**src/hw/rtl/lfpd_pkg.sv**
```systemverilog
// ----------------------------------------------------------------------------
// lfpd_pkg
// shared widths and constants of the line follower pd drive block
// ----------------------------------------------------------------------------
`default_nettype none

package lfpd_pkg;

  // field widths
  localparam int SENS_W = 10;
  localparam int SPD_W  = 9;
  localparam int TIME_W = 32;
  localparam int ERR_W  = 12;
  localparam int DATA_W = 32;
  localparam int ADDR_W = 3;

  // centroid divider widths
  localparam int NUM_W = 24;              // weighted sum, up to 10,000,000
  localparam int SUM_W = 13;              // sensor sum, up to 5000
  localparam int POS_W = 12;              // position, 0..4000
  localparam int CNT_W = $clog2(NUM_W);
  localparam int WSUM_W = 14;             // weight index sum, up to 10000

  // register indexes (byte address bit 2)
  localparam logic REG_TARGET = 1'b0;
  localparam logic REG_WINDOW = 1'b1;

  localparam logic [SENS_W-1:0] SENS_MAX = 10'd1000;
  localparam logic [NUM_W-1:0]  WEIGHT   = 24'd1000;
  localparam logic [POS_W-1:0]  CENTER_POS = 12'd2000;

  localparam logic [TIME_W-1:0]      RAMP_PERIOD = 32'd3;
  localparam logic signed [SPD_W:0]  RAMP_STEP   = 10'sd3;
  localparam logic signed [SPD_W-1:0] SPD_RESET  = 9'sd50;
  localparam logic signed [SPD_W-1:0] SPD_HI     = 9'sd150;
  localparam logic signed [SPD_W-1:0] SPD_MID    = 9'sd100;
  localparam logic signed [SPD_W-1:0] DRIVE_MAX  = 9'sd250;
  localparam logic signed [SPD_W-1:0] DRIVE_MIN  = -9'sd250;

  // reciprocals scaled by 2^16, exact for the magnitudes that occur
  localparam int RECIP_SH = 16;
  localparam logic [RECIP_SH-1:0] RECIP_10 = 16'd6554;
  localparam logic [RECIP_SH-1:0] RECIP_25 = 16'd2622;
  localparam logic [RECIP_SH-1:0] RECIP_3  = 16'd21846;

endpackage

`default_nettype wire

```
**src/hw/rtl/lfpd_div.sv**
```systemverilog
// ----------------------------------------------------------------------------
// lfpd_div
// restoring divider for the line centroid, one quotient bit per cycle
// ----------------------------------------------------------------------------
`default_nettype none

module lfpd_div (
  input  wire                             clk,
  input  wire                             rst,
  input  wire                             start,
  input  wire  [lfpd_pkg::NUM_W-1:0]      dividend,
  input  wire  [lfpd_pkg::SUM_W-1:0]      divisor,
  output logic                            done,
  output logic [lfpd_pkg::POS_W-1:0]      quotient
);
  import lfpd_pkg::*;

  logic             busy;
  logic [CNT_W-1:0] cnt;
  logic [NUM_W-1:0] dvd;
  logic [SUM_W-1:0] dsr;
  logic [SUM_W-1:0] rem;
  logic [SUM_W:0]   trial;
  logic [SUM_W:0]   diff;
  logic             ge;

  always_comb begin
    trial = {rem, dvd[NUM_W-1]};
    diff  = trial - {1'b0, dsr};
    ge    = (trial >= {1'b0, dsr});
  end

  always_ff @(posedge clk) begin
    if (rst) begin
      busy <= 1'b0;
      done <= 1'b0;
      cnt  <= '0;
    end else begin
      done <= 1'b0;
      if (start) begin
        busy <= 1'b1;
        cnt  <= '0;
      end else if (busy) begin
        cnt <= cnt + 1'b1;
        if (cnt == CNT_W'(NUM_W - 1)) begin
          busy <= 1'b0;
          done <= 1'b1;
        end
      end
    end
  end

  // quotient fits in POS_W bits, upper bits shift out as zeros
  always_ff @(posedge clk) begin
    if (start) begin
      dvd      <= dividend;
      dsr      <= divisor;
      rem      <= '0;
      quotient <= '0;
    end else if (busy) begin
      dvd      <= {dvd[NUM_W-2:0], 1'b0};
      rem      <= ge ? diff[SUM_W-1:0] : trial[SUM_W-1:0];
      quotient <= {quotient[POS_W-2:0], ge};
    end
  end

endmodule

`default_nettype wire

```
**src/hw/rtl/line_follow_pd_drive.sv**
```systemverilog
// ----------------------------------------------------------------------------
// line_follow_pd_drive
// pd steering for a line follower: one sensor frame in, two wheel drives out
// ----------------------------------------------------------------------------
// Each input word is a timestamp and five reflectance samples. The block
// takes one word at a time: the input stalls from the word being taken
// until its result is offered, and the next input word can be taken in the
// cycle the result is first offered. Most of the time is the line centroid,
// found by a restoring divider that produces one quotient bit per cycle;
// the load, the wait for the divider, the pd law and the saturation take
// the rest. A finished word sits in the output register while the next
// frame is taken; if that word is still stalled when the next result is
// ready, the new result waits in the controller and the input stalls until
// it leaves.
// Registers: target_speed at byte address 0, window_mode at byte address 4.
// ----------------------------------------------------------------------------
`default_nettype none

module line_follow_pd_drive (
  input  wire                                   clk,
  input  wire                                   rst,
  // configuration
  input  wire                                   psel,
  input  wire                                   penable,
  input  wire                                   pwrite,
  input  wire  [lfpd_pkg::ADDR_W-1:0]           paddr,
  input  wire  [lfpd_pkg::DATA_W-1:0]           pwdata,
  output logic [lfpd_pkg::DATA_W-1:0]           prdata,
  output logic                                  pready,
  // sensor frames
  input  wire                                   in_valid,
  output logic                                  in_stall,
  input  wire  [lfpd_pkg::TIME_W-1:0]           time_ms,
  input  wire  [lfpd_pkg::SENS_W-1:0]           sensor_a,
  input  wire  [lfpd_pkg::SENS_W-1:0]           sensor_b,
  input  wire  [lfpd_pkg::SENS_W-1:0]           sensor_c,
  input  wire  [lfpd_pkg::SENS_W-1:0]           sensor_d,
  input  wire  [lfpd_pkg::SENS_W-1:0]           sensor_e,
  // drive commands
  output logic                                  out_valid,
  input  wire                                   out_stall,
  output logic signed [lfpd_pkg::SPD_W-1:0]     left_drive,
  output logic signed [lfpd_pkg::SPD_W-1:0]     right_drive,
  output logic                                  no_line
);
  import lfpd_pkg::*;

  localparam int CORR_W = 16;
  localparam int D_W    = ERR_W + 1;
  localparam int PE_W   = ERR_W + RECIP_SH;
  localparam int PD_W   = D_W + RECIP_SH;

  typedef enum logic [2:0] {
    S_IDLE, S_LOAD, S_DIV, S_PD1, S_PD2, S_PD3, S_OUT
  } state_t;

  state_t state;

  // configuration and state
  logic signed [SPD_W-1:0] tgt;
  logic                    window;
  logic signed [SPD_W-1:0] cur_speed;
  logic [TIME_W-1:0]       last_ramp;
  logic signed [ERR_W-1:0] prev_err;

  // frame registers
  logic [TIME_W-1:0] t_in;
  logic [SENS_W-1:0] s_a, s_b, s_c, s_d, s_e;
  logic              nl_r;
  logic signed [D_W-1:0]    err_r;
  logic signed [D_W-1:0]    d_r;
  logic signed [ERR_W-1:0]  e_div;
  logic signed [D_W-1:0]    d_div;
  logic signed [CORR_W-1:0] corr;

  // divider interface
  logic             div_start;
  logic             div_done;
  logic [POS_W-1:0] div_quo;

  logic [WSUM_W-1:0] wsum;
  logic [NUM_W-1:0]  num;
  logic [SUM_W-1:0]  sum;

  logic [TIME_W-1:0]       tdiff;
  logic signed [SPD_W:0]   spd_delta;
  logic signed [SPD_W:0]   spd_step;
  logic signed [SPD_W-1:0] cur_speed_next;

  logic [POS_W-1:0]        pos;
  logic signed [D_W-1:0]   err;
  logic signed [D_W-1:0]   dval;

  logic [ERR_W-1:0]    err_abs;
  logic [D_W-1:0]      d_abs;
  logic [RECIP_SH-1:0] recip_e;
  logic [PE_W-1:0]     pe;
  logic [PD_W-1:0]     pd;

  logic signed [CORR_W-1:0] e16, d16, dd16, d5, fh;
  logic signed [CORR_W-1:0] spd16, lsum, rsum;
  logic signed [SPD_W-1:0]  left_next, right_next;

  logic cfg_wr;
  logic accept;
  logic out_free;

  function automatic logic [SENS_W-1:0] sat(input logic [SENS_W-1:0] x);
    sat = (x > SENS_MAX) ? SENS_MAX : x;
  endfunction

  function automatic logic signed [SPD_W-1:0] clamp_drive(
    input logic signed [CORR_W-1:0] v
  );
    if (v > CORR_W'(DRIVE_MAX))
      clamp_drive = DRIVE_MAX;
    else if (v < CORR_W'(DRIVE_MIN))
      clamp_drive = DRIVE_MIN;
    else
      clamp_drive = v[SPD_W-1:0];
  endfunction

  assign pready   = 1'b1;
  assign cfg_wr   = psel && penable && pwrite && pready;
  assign in_stall = (state != S_IDLE);
  assign accept   = in_valid && !in_stall;
  assign out_free = !out_valid || !out_stall;
  assign div_start = (state == S_LOAD);

  always_comb begin
    unique case (paddr[2])
      REG_TARGET: prdata = {{(DATA_W-SPD_W){1'b0}}, tgt};
      REG_WINDOW: prdata = {{(DATA_W-1){1'b0}}, window};
      default:    prdata = '0;
    endcase
  end

  // centroid operands: num = 1000 * (b + 2c + 3d + 4e), with e only in window mode
  always_comb begin
    wsum = WSUM_W'(s_b) + WSUM_W'({s_c, 1'b0}) + WSUM_W'(s_d) + WSUM_W'({s_d, 1'b0})
         + (window ? WSUM_W'({s_e, 2'b0}) : '0);
    num  = NUM_W'(wsum) * WEIGHT;
    sum  = SUM_W'(s_b) + SUM_W'(s_c) + SUM_W'(s_d)
         + (window ? (SUM_W'(s_a) + SUM_W'(s_e)) : '0);
  end

  // speed ramp
  always_comb begin
    tdiff     = t_in - last_ramp;
    spd_delta = {tgt[SPD_W-1], tgt} - {cur_speed[SPD_W-1], cur_speed};
    if (spd_delta > RAMP_STEP)
      spd_step = RAMP_STEP;
    else if (spd_delta < -RAMP_STEP)
      spd_step = -RAMP_STEP;
    else
      spd_step = spd_delta;
    cur_speed_next = cur_speed + spd_step[SPD_W-1:0];
  end

  // error and derivative
  always_comb begin
    pos  = nl_r ? CENTER_POS : div_quo;
    err  = $signed({1'b0, pos}) - $signed({1'b0, CENTER_POS});
    dval = err - {prev_err[ERR_W-1], prev_err};
  end

  // truncating divisions by 10, 25 and 3 through reciprocals
  always_comb begin
    err_abs = err_r[D_W-1] ? ERR_W'(-err_r) : ERR_W'(err_r);
    d_abs   = d_r[D_W-1] ? D_W'(-d_r) : D_W'(d_r);
    recip_e = (cur_speed > SPD_MID) ? RECIP_10 : RECIP_25;
    pe      = PE_W'(err_abs) * PE_W'(recip_e);
    pd      = PD_W'(d_abs) * PD_W'(RECIP_3);
  end

  // gain selection
  always_comb begin
    e16  = CORR_W'(e_div);
    d16  = CORR_W'(d_r);
    dd16 = CORR_W'(d_div);
    d5   = (d16 <<< 2) + d16;
    fh   = d5 >>> 1;
  end

  always_comb begin
    spd16      = CORR_W'(cur_speed);
    lsum       = spd16 + corr;
    rsum       = spd16 - corr;
    left_next  = clamp_drive(lsum);
    right_next = clamp_drive(rsum);
  end

  lfpd_div u_div (
    .clk      (clk),
    .rst      (rst),
    .start    (div_start),
    .dividend (num),
    .divisor  (sum),
    .done     (div_done),
    .quotient (div_quo)
  );

  always_ff @(posedge clk) begin
    if (rst) begin
      state     <= S_IDLE;
      out_valid <= 1'b0;
      tgt       <= SPD_RESET;
      window    <= 1'b0;
      cur_speed <= SPD_RESET;
      last_ramp <= '0;
      prev_err  <= '0;
    end else begin
      if (cfg_wr) begin
        unique case (paddr[2])
          REG_TARGET: tgt    <= pwdata[SPD_W-1:0];
          REG_WINDOW: window <= pwdata[0];
          default:    ;
        endcase
      end
      // in the output state a taken word is replaced by the next one below
      if (out_valid && !out_stall && state != S_OUT)
        out_valid <= 1'b0;
      unique case (state)
        S_IDLE: begin
          if (accept)
            state <= S_LOAD;
        end
        S_LOAD: begin
          if (tdiff >= RAMP_PERIOD) begin
            last_ramp <= t_in;
            cur_speed <= cur_speed_next;
          end
          state <= S_DIV;
        end
        S_DIV: begin
          if (div_done)
            state <= S_PD1;
        end
        S_PD1: begin
          prev_err <= err[ERR_W-1:0];
          state    <= S_PD2;
        end
        S_PD2: state <= S_PD3;
        S_PD3: state <= S_OUT;
        S_OUT: begin
          if (out_free) begin
            out_valid <= 1'b1;
            state     <= S_IDLE;
          end
        end
        default: state <= S_IDLE;
      endcase
    end
  end

  // datapath registers
  always_ff @(posedge clk) begin
    if (accept) begin
      t_in <= time_ms;
      s_a  <= sat(sensor_a);
      s_b  <= sat(sensor_b);
      s_c  <= sat(sensor_c);
      s_d  <= sat(sensor_d);
      s_e  <= sat(sensor_e);
    end
    if (state == S_LOAD)
      nl_r <= (sum == '0);
    if (state == S_PD1) begin
      err_r <= err;
      d_r   <= dval;
    end
    if (state == S_PD2) begin
      e_div <= err_r[D_W-1] ? -$signed(pe[PE_W-1:RECIP_SH])
                            : $signed(pe[PE_W-1:RECIP_SH]);
      d_div <= d_r[D_W-1] ? -$signed(pd[PD_W-1:RECIP_SH])
                          : $signed(pd[PD_W-1:RECIP_SH]);
    end
    if (state == S_PD3) begin
      priority if (cur_speed > SPD_HI)
        corr <= e16 + fh;
      else if (cur_speed > SPD_MID)
        corr <= e16 + d16;
      else
        corr <= e16 + dd16;
    end
    if (state == S_OUT && out_free) begin
      left_drive  <= left_next;
      right_drive <= right_next;
      no_line     <= nl_r;
    end
  end

  // drives never leave the saturation window
  assert property (@(posedge clk) disable iff (rst)
    out_valid |-> (left_drive <= DRIVE_MAX && left_drive >= DRIVE_MIN &&
                   right_drive <= DRIVE_MAX && right_drive >= DRIVE_MIN))
    else $error("drive outside saturation window");

  // speed moves by at most one ramp step per cycle
  assert property (@(posedge clk) disable iff (rst)
    !$past(rst) |->
      (($signed({cur_speed[SPD_W-1], cur_speed}) -
        $signed({$past(cur_speed[SPD_W-1]), $past(cur_speed)})) <= RAMP_STEP &&
       ($signed({cur_speed[SPD_W-1], cur_speed}) -
        $signed({$past(cur_speed[SPD_W-1]), $past(cur_speed)})) >= -RAMP_STEP))
    else $error("speed jumped by more than one ramp step");

  // divider finishes only while the controller waits for it
  assert property (@(posedge clk) disable iff (rst)
    div_done |-> state == S_DIV)
    else $error("divider done outside divide state");

  // ramp time only changes while a frame is loaded (speed is updated there too, but not checked here)
  assert property (@(posedge clk) disable iff (rst)
    (state != S_LOAD) |=> $stable(last_ramp))
    else $error("ramp time changed outside load state");

endmodule

`default_nettype wire

```
**config.mk**
```make
export PLATFORM = sky130hd
export DESIGN_NAME = line_follow_pd_drive
export DESIGN_NICKNAME = d
export VERILOG_FILES = /design/src/hw/rtl/lfpd_pkg.sv /design/src/hw/rtl/lfpd_div.sv /design/src/hw/rtl/line_follow_pd_drive.sv
export SDC_FILE = /design/constraint.sdc
export NUM_CORES = 1
export LEC_CHECK = 0
export BUFFER_PORTS_ARGS = -buffer_cell sky130_fd_sc_hd__buf_2
export CORE_MARGIN = 1
export CORE_UTILIZATION = 57
export DETAILED_ROUTE_END_ITERATION = 10
export GPL_TIMING_DRIVEN = 0
export PLACE_DENSITY = 0.78
export SYNTH_ARGS = -nofsm -noshare
export SYNTH_HDL_FRONTEND = slang
export SYNTH_SLANG_ARGS = --single-unit
```
**constraint.sdc**
```tcl
create_clock -name clk -period 7 [get_ports clk]
set_input_delay 0.7 -clock clk [delete_from_list [all_inputs] [get_ports clk]]
set_output_delay 0.7 -clock clk [all_outputs]
set_load 0.02 [all_outputs]
```
==> run_results.csv, run 1 <==
group,metric,value,unit
status,run_status,"complete, but fails checks",
status,violations,"negative setup slack",
detailed_routing,drc,0,
grt,first_global_vias,24410,
synthesis,ys.flop_type,"edfxtp_1",
timing,finClkSkew,0.02448,ns
setup_path,reg2reg_depth,32,
timing,hold_viol,0,
detailed_routing,drt_pre_antenna_iters,6,
clock_network,cts_made_buffers,35,
min_path,whs_path_depth,1,
timing,timing.hold.ws,0.3077,ns
finish,fin_nets,4392,
finish,postLayoutCellArea,36180,um2
detailed_routing,wl_per_cell,18.43,um
place,hpwl,55140,um
synthesis,post-synth-top-count-cell,"inv_1",
detailed_routing,route.met2.wl,40340,um
place,dp.cells,4158,
setup_path,cp_slowest_cell,"or4_4",
setup_path,worstPathRequired,7.31,ns
finish,fill_cells,3708,
clock_network,htree_levels,2,
place,io_buffers,127,
min_path,hp-start,"time_ms[5]",
finish,drive_above_1_share,0.1838,
synthesis,yosysUniqueCellTypes,84,
detailed_routing,viasPerCell,5.746,
detailed_routing,antenna_left,0,
synthesis,synth_area,30310,um2
synthesis,synth-seq-area-share,0.2665,
floorplanning,die_area,54110,um2
clock_network,insertion_delay,0.58,ns
timing,clock.fmax,132.7,MHz
clock_network,clock_path_buffers,3,
synthesis,synth_edf_count,203,
timing,slew_headroom,0.2222,
detailed_routing,top_layer,"met4",
grt,track_usage,0.2778,
clock_network,root_buffer,"clkbuf_16",
grt,grt_max_degree,39,
finish,area_growth,19.36,%
synthesis,yosysTopAreaCell,"edfxtp_1",
floorplanning,chipWidth,232.6,um
grt,grt_pass1_wl,120400,um
setup_path,r2r-start,"err_r[8]$_DFFE_PP_",
finish,final_cell_count_no_fill,4376,
timing,slew_violations,0,
setup_path,slowest_delay,0.58,ns
detailed_routing,drtIter0Drc,1848,
timing,setup_tns,-6.777,ns
setup_path,arrival,7.85,ns
flow_run,drv_cap,0,
detailed_routing,route.layer.met1.wl,31490,um
clock_network,clk_pin_slew_worst_paths,0.06,ns
floorplanning,core-area,52550,um2
synthesis,synth_cells,3308,
timing,rsz0062_at_grt,"true",
place,place.gp.congestion,0.9493,
setup_path,critPathMostFrequentCell,"buf_4",
floorplanning,rows,84,
timing,finalCriticalPeriod,7.537,ns
timing,fin_ws,-0.5368,ns
synthesis,synth_top_cell_area_share,0.2011,
detailed_routing,wl_met3,4825,um
clock_network,tritoncts,"done",
synthesis,ys_ff_latch,302,
clock_network,clock_sinks,302,
setup_path,critPathCaptureType,"flop",
timing,worst_slew_pin_slew,1.167,ns
setup_path,critPathKind,"reg2reg",
min_path,hold_path_end,"t_in[5]$_DFFE_PP_",
floorplanning,ios,178,
timing,finalSetupViolations,21,
setup_path,r2r_setup_slack,-0.54,ns
synthesis,yosys_warnings,0,
floorplanning,die_h,232.6,um
synthesis,yosys-top-cells-area,"edfxtp_1 (20%), ha_1 (16%), fa_1 (15%)",
synthesis,synth_area_per_cell,9.163,um2
timing,fin_crit_sh,1.077,
finish,diodes,0,
setup_path,cp-start-kind,"flop",
place,post_dp_cell_area,32340,um2
detailed_routing,routed_wl,80630,um
synthesis,ys_top_cells_by_count,"inv_1 (580), ha_1 (382), a21oi_1 (237), fa_1 (225)",
grt,grt_overflow_total,0,
setup_path,critPathMaxFanout,6,
synthesis,async_reset_ff_frac,0,
grt,antenna_found_initial,1,
detailed_routing,vias,25150,
floorplanning,start_util,0.5768,
min_path,hold_class,"in2reg",
setup_path,worstReg2RegEnd,"e_div[8]$_DFFE_PN_",
[stage by stage]
stage                     utilization  setup WS [ns]
after floorplan                     -       -0.03241
after global placement         0.6134         -1.188
after detailed placement       0.6154         -1.237
after CTS                      0.6704        -0.2384
after global routing           0.6885        -0.7931
final                          0.6885        -0.5368
[worst max path at each step]
stage | cells past startpoint | start | endpoint | slack [ns]
floorplan | 28 | s_b[4]$_SDFFCE_PN0P_ | u_div.dvd[22]$_DFFE_PP_ | -0.03
global placement | 26 | cur_speed[1]$_SDFFE_PP1P_ | e_div[8]$_DFFE_PN_ | -1.19
detailed placement | 26 | cur_speed[1]$_SDFFE_PP1P_ | e_div[8]$_DFFE_PN_ | -1.24
CTS | 28 | err_r[7]$_DFFE_PP_ | e_div[8]$_DFFE_PN_ | -0.24
global route | 28 | d_r[12]$_DFFE_PP_ | d_div[10]$_DFFE_PN_ | -0.79
finish | 32 | err_r[8]$_DFFE_PP_ | e_div[8]$_DFFE_PN_ | -0.54
[cells in the final DEF (no fill, tap or decap), drive strengths merged, types with 34 or more instances in the layout]
master	instances
inv	585
ha	382
buf	325
a21oi	237
fa	225
edfxtp	203
nand2	203
nor2	198
o21ai	180
clkbuf	140
xnor2	138
dfxtp	99
nand3	71
xor2	55
nor2b	51
and2	46
nor3	45
mux2i	39
o21bai	39
nand2b	37
a21o	34
[cell families (layout without fill, tap and decap cells)]
kind of cell,Yosys count,in the layout,synth area share
AND/OR/NAND/NOR,758,758,0.1206
AO/OA/AOI/OAI,695,695,0.1437
adder cells (fa/ha/maj),607,607,0.3063
XOR/XNOR,193,193,0.05577
other,2,32,0.0002478
flip-flops,302,302,0.2665
multiplexers,46,46,0.01548
buffers and inverters,705,1055,0.09143
[registers in the layout (all words and copies together), names as in the netlist, 10 cells and up]
register / cells
u_div.dsr: 13
d_div: 13
s_d: 10
t_in: 32
u_div.dvd: 21
err_r: 13
s_e: 10
s_a: 10
s_b: 10
prev_err: 12
corr: 16
s_c: 10
u_div.quotient: 12
u_div.rem: 13
d_r: 13
last_ramp: 32
e_div: 12
[layer usage]
metal	track usage	up-vias
met4	0.1132	0
met2	0.4959	982
met5	0	-
met1	0.3391	12070
met3	0.03174	281
li1	-	11810
[critical path: cells and delay by family, from the launching register on]
kind	cells	cell delay, ns
flops	1	0.40
simple gates	5	1.39
fa+ha+maj	6	2.31
mux	1	0.23
compound gates	4	0.74
xor+xnor	3	0.69
buf+inv	13	1.49
[layout make-up]
type | count | area [um2] | share of cell area
sequential | 302 | 8092 | 0.2236
inverter | 580 | 2182 | 0.06031
clock buffer | 54 | 1018 | 0.02815
multi-input combinational | 2331 | 21340 | 0.5899
timing repair buffer | 287 | 1963 | 0.05426
buffer | 124 | 625.6 | 0.01729
tap | 688 | 860.8 | 0.02379
clock inverter | 10 | 96.34 | 0.002663
[what timing repair did]
action	CTS	global route
buffers inserted	107	53
resized for setup	187	144
pin swaps	155	124
setup endpoints to repair	27	27
hold buffers	0	0
Power of run 1 is not shown: default switching activity piles up to over one toggle a cycle in this logic, so the estimate is an artifact.
==> run 2: changes to the inputs <==
SETUP_SLACK_MARGIN = 0.3   (was default)
==> run_results.csv, run 2 (same netlist as run 1, synthesis figures left out) <==
group,metric,value,unit
flow_run,drv_cap,0,
setup_path,cp-start-kind,"flop",
setup_path,critPathKind,"reg2reg",
setup_path,arrival,7.79,ns
floorplanning,start_util,0.5768,
min_path,hold_class,"in2reg",
detailed_routing,routed_wl,75690,um
finish,area_growth,18.27,%
clock_network,clock_path_buffers,3,
detailed_routing,drt_pre_antenna_iters,6,
clock_network,tritoncts,"done",
timing,worst_slew_pin_slew,1.144,ns
floorplanning,ios,178,
detailed_routing,antenna_left,0,
place,hpwl,55020,um
finish,final_common_cell,"inv_1",
place,io_buffers,127,
detailed_routing,drc,0,
floorplanning,core-area,52550,um2
floorplanning,die_area,54110,um2
timing,fin_ws,-0.4852,ns
detailed_routing,drtIter0Drc,1489,
finish,top_regs,"last_ramp x32, t_in x32, u_div.dvd x21",
finish,multiInputGateArea,21310,um2
setup_path,critPathMaxFanout,5,
grt,track_usage,0.2701,
place,place.gp.congestion,0.9254,
timing,finalCriticalPeriod,7.485,ns
setup_path,critPathMostFrequentCell,"fa_1",
timing,rsz0062_at_grt,"true",
finish,fin_util,0.6822,
finish,drive_above_1_share,0.1721,
status,violations,"negative setup slack",
floorplanning,chipWidth,232.6,um
clock_network,clk_pin_slew_worst_paths,0.06,ns
grt,antenna_found_initial,1,
setup_path,worstPathRequired,7.30,ns
clock_network,insertion_delay,0.56,ns
finish,diodes,0,
detailed_routing,wl_per_cell,17.43,um
finish,fin_nets,4360,
finish,fill_cells,3871,
grt,first_global_vias,24290,
grt,grt_pass1_wl,117100,um
setup_path,critPathCaptureType,"flop",
clock_network,clock_sinks,302,
detailed_routing,vias,24450,
setup_path,cp_slowest_cell,"fa_1",
timing,setup_tns,-6.212,ns
grt,grt_overflow_total,0,
clock_network,htree_levels,2,
timing,finClkSkew,0.01669,ns
clock_network,root_buffer,"clkbuf_16",
finish,register_area,8092,um2
floorplanning,rows,84,
timing,hold_viol,0,
timing,slew_headroom,0.2370,
place,pre_cts_slack,-0.9727,ns
timing,slew_violations,0,
timing,clock.fmax,133.6,MHz
status,run_status,"complete, but fails checks",
setup_path,slowest_delay,0.55,ns
detailed_routing,viasPerCell,5.629,
timing,fin_crit_sh,1.069,
timing,finalSetupViolations,18,
finish,mostFrequentLayoutCells,"inv_1 (544), ha_1 (345), fa_1 (214), a21oi_1 (212), edfxtp_1 (203)",
grt,grt_max_degree,40,
floorplanning,die_h,232.6,um
clock_network,cts_made_buffers,35,
[run 2: path summary, 6_finish.rpt]
path                                                from                  endpoint  slack (ns)  depth (start not counted)
worst min-delay path                          time_ms[7]         t_in[7]$_DFFE_PP_        0.32                          1
worst max-delay path                  err_r[1]$_DFFE_PP_        e_div[8]$_DFFE_PN_       -0.49                         32
worst max register to register        err_r[1]$_DFFE_PP_        e_div[8]$_DFFE_PN_       -0.49                         32
worst min register to register  prev_err[7]$_SDFFE_PP0P_  prev_err[7]$_SDFFE_PP0P_        0.46                          2
[run 2: metal layers]
metal / GRT usage / routed length [um]
met4: 0.1185 / 3555
met2: 0.4751 / 37320
met3: 0.04596 / 4301
met5: 0 / 23
met1: 0.3229 / 30490
[run 2: timing repair]
item / in CTS / in global routing
buffers inserted: 83 / 40
hold buffers: 0 / 0
endpoints found under the hold margin: 0 / 0
pin swaps: 111 / 91
endpoints found under the setup margin: 30 / 32
resized for setup: 142 / 128
[run 2: critical path, delay by kind of cell (launching register included)]
| kind | cells | cell delay [ns] |
|---|---|---|
| multiplexers | 1 | 0.14 |
| buffers and inverters | 8 | 0.74 |
| AND/OR/NAND/NOR | 7 | 1.17 |
| adder cells (fa/ha/maj) | 7 | 2.86 |
| AO/OA/AOI/OAI | 7 | 1.59 |
| XOR/XNOR | 2 | 0.33 |
| flip-flops | 1 | 0.42 |
[run 2: cell type report]
cell class / count / area share
Multi-Input combinational cell: 2331 / 0.5945
Sequential cell: 302 / 0.2257
Clock buffer: 47 / 0.02569
Timing Repair Buffer: 254 / 0.04691
Clock inverter: 16 / 0.004781
Buffer: 125 / 0.01762
Inverter: 580 / 0.06080
Tap cell: 688 / 0.02401
[run 2: per-stage QoR]
stage / area [um2] / instances / hold WS, ns
6_report: 35850 / 4343 / 0.3207
5_1_grt: 35850 / 4343 / 0.3111
4_1_cts: 35010 / 4303 / 0.2973
3_5_place_dp: 32580 / 4157 / 0.4502
3_3_place_gp: 32480 / 4153 / 0.4437
2_1_floorplan: 30990 / 3338 / 0.4363
Power of run 2 is left out for the same reason.
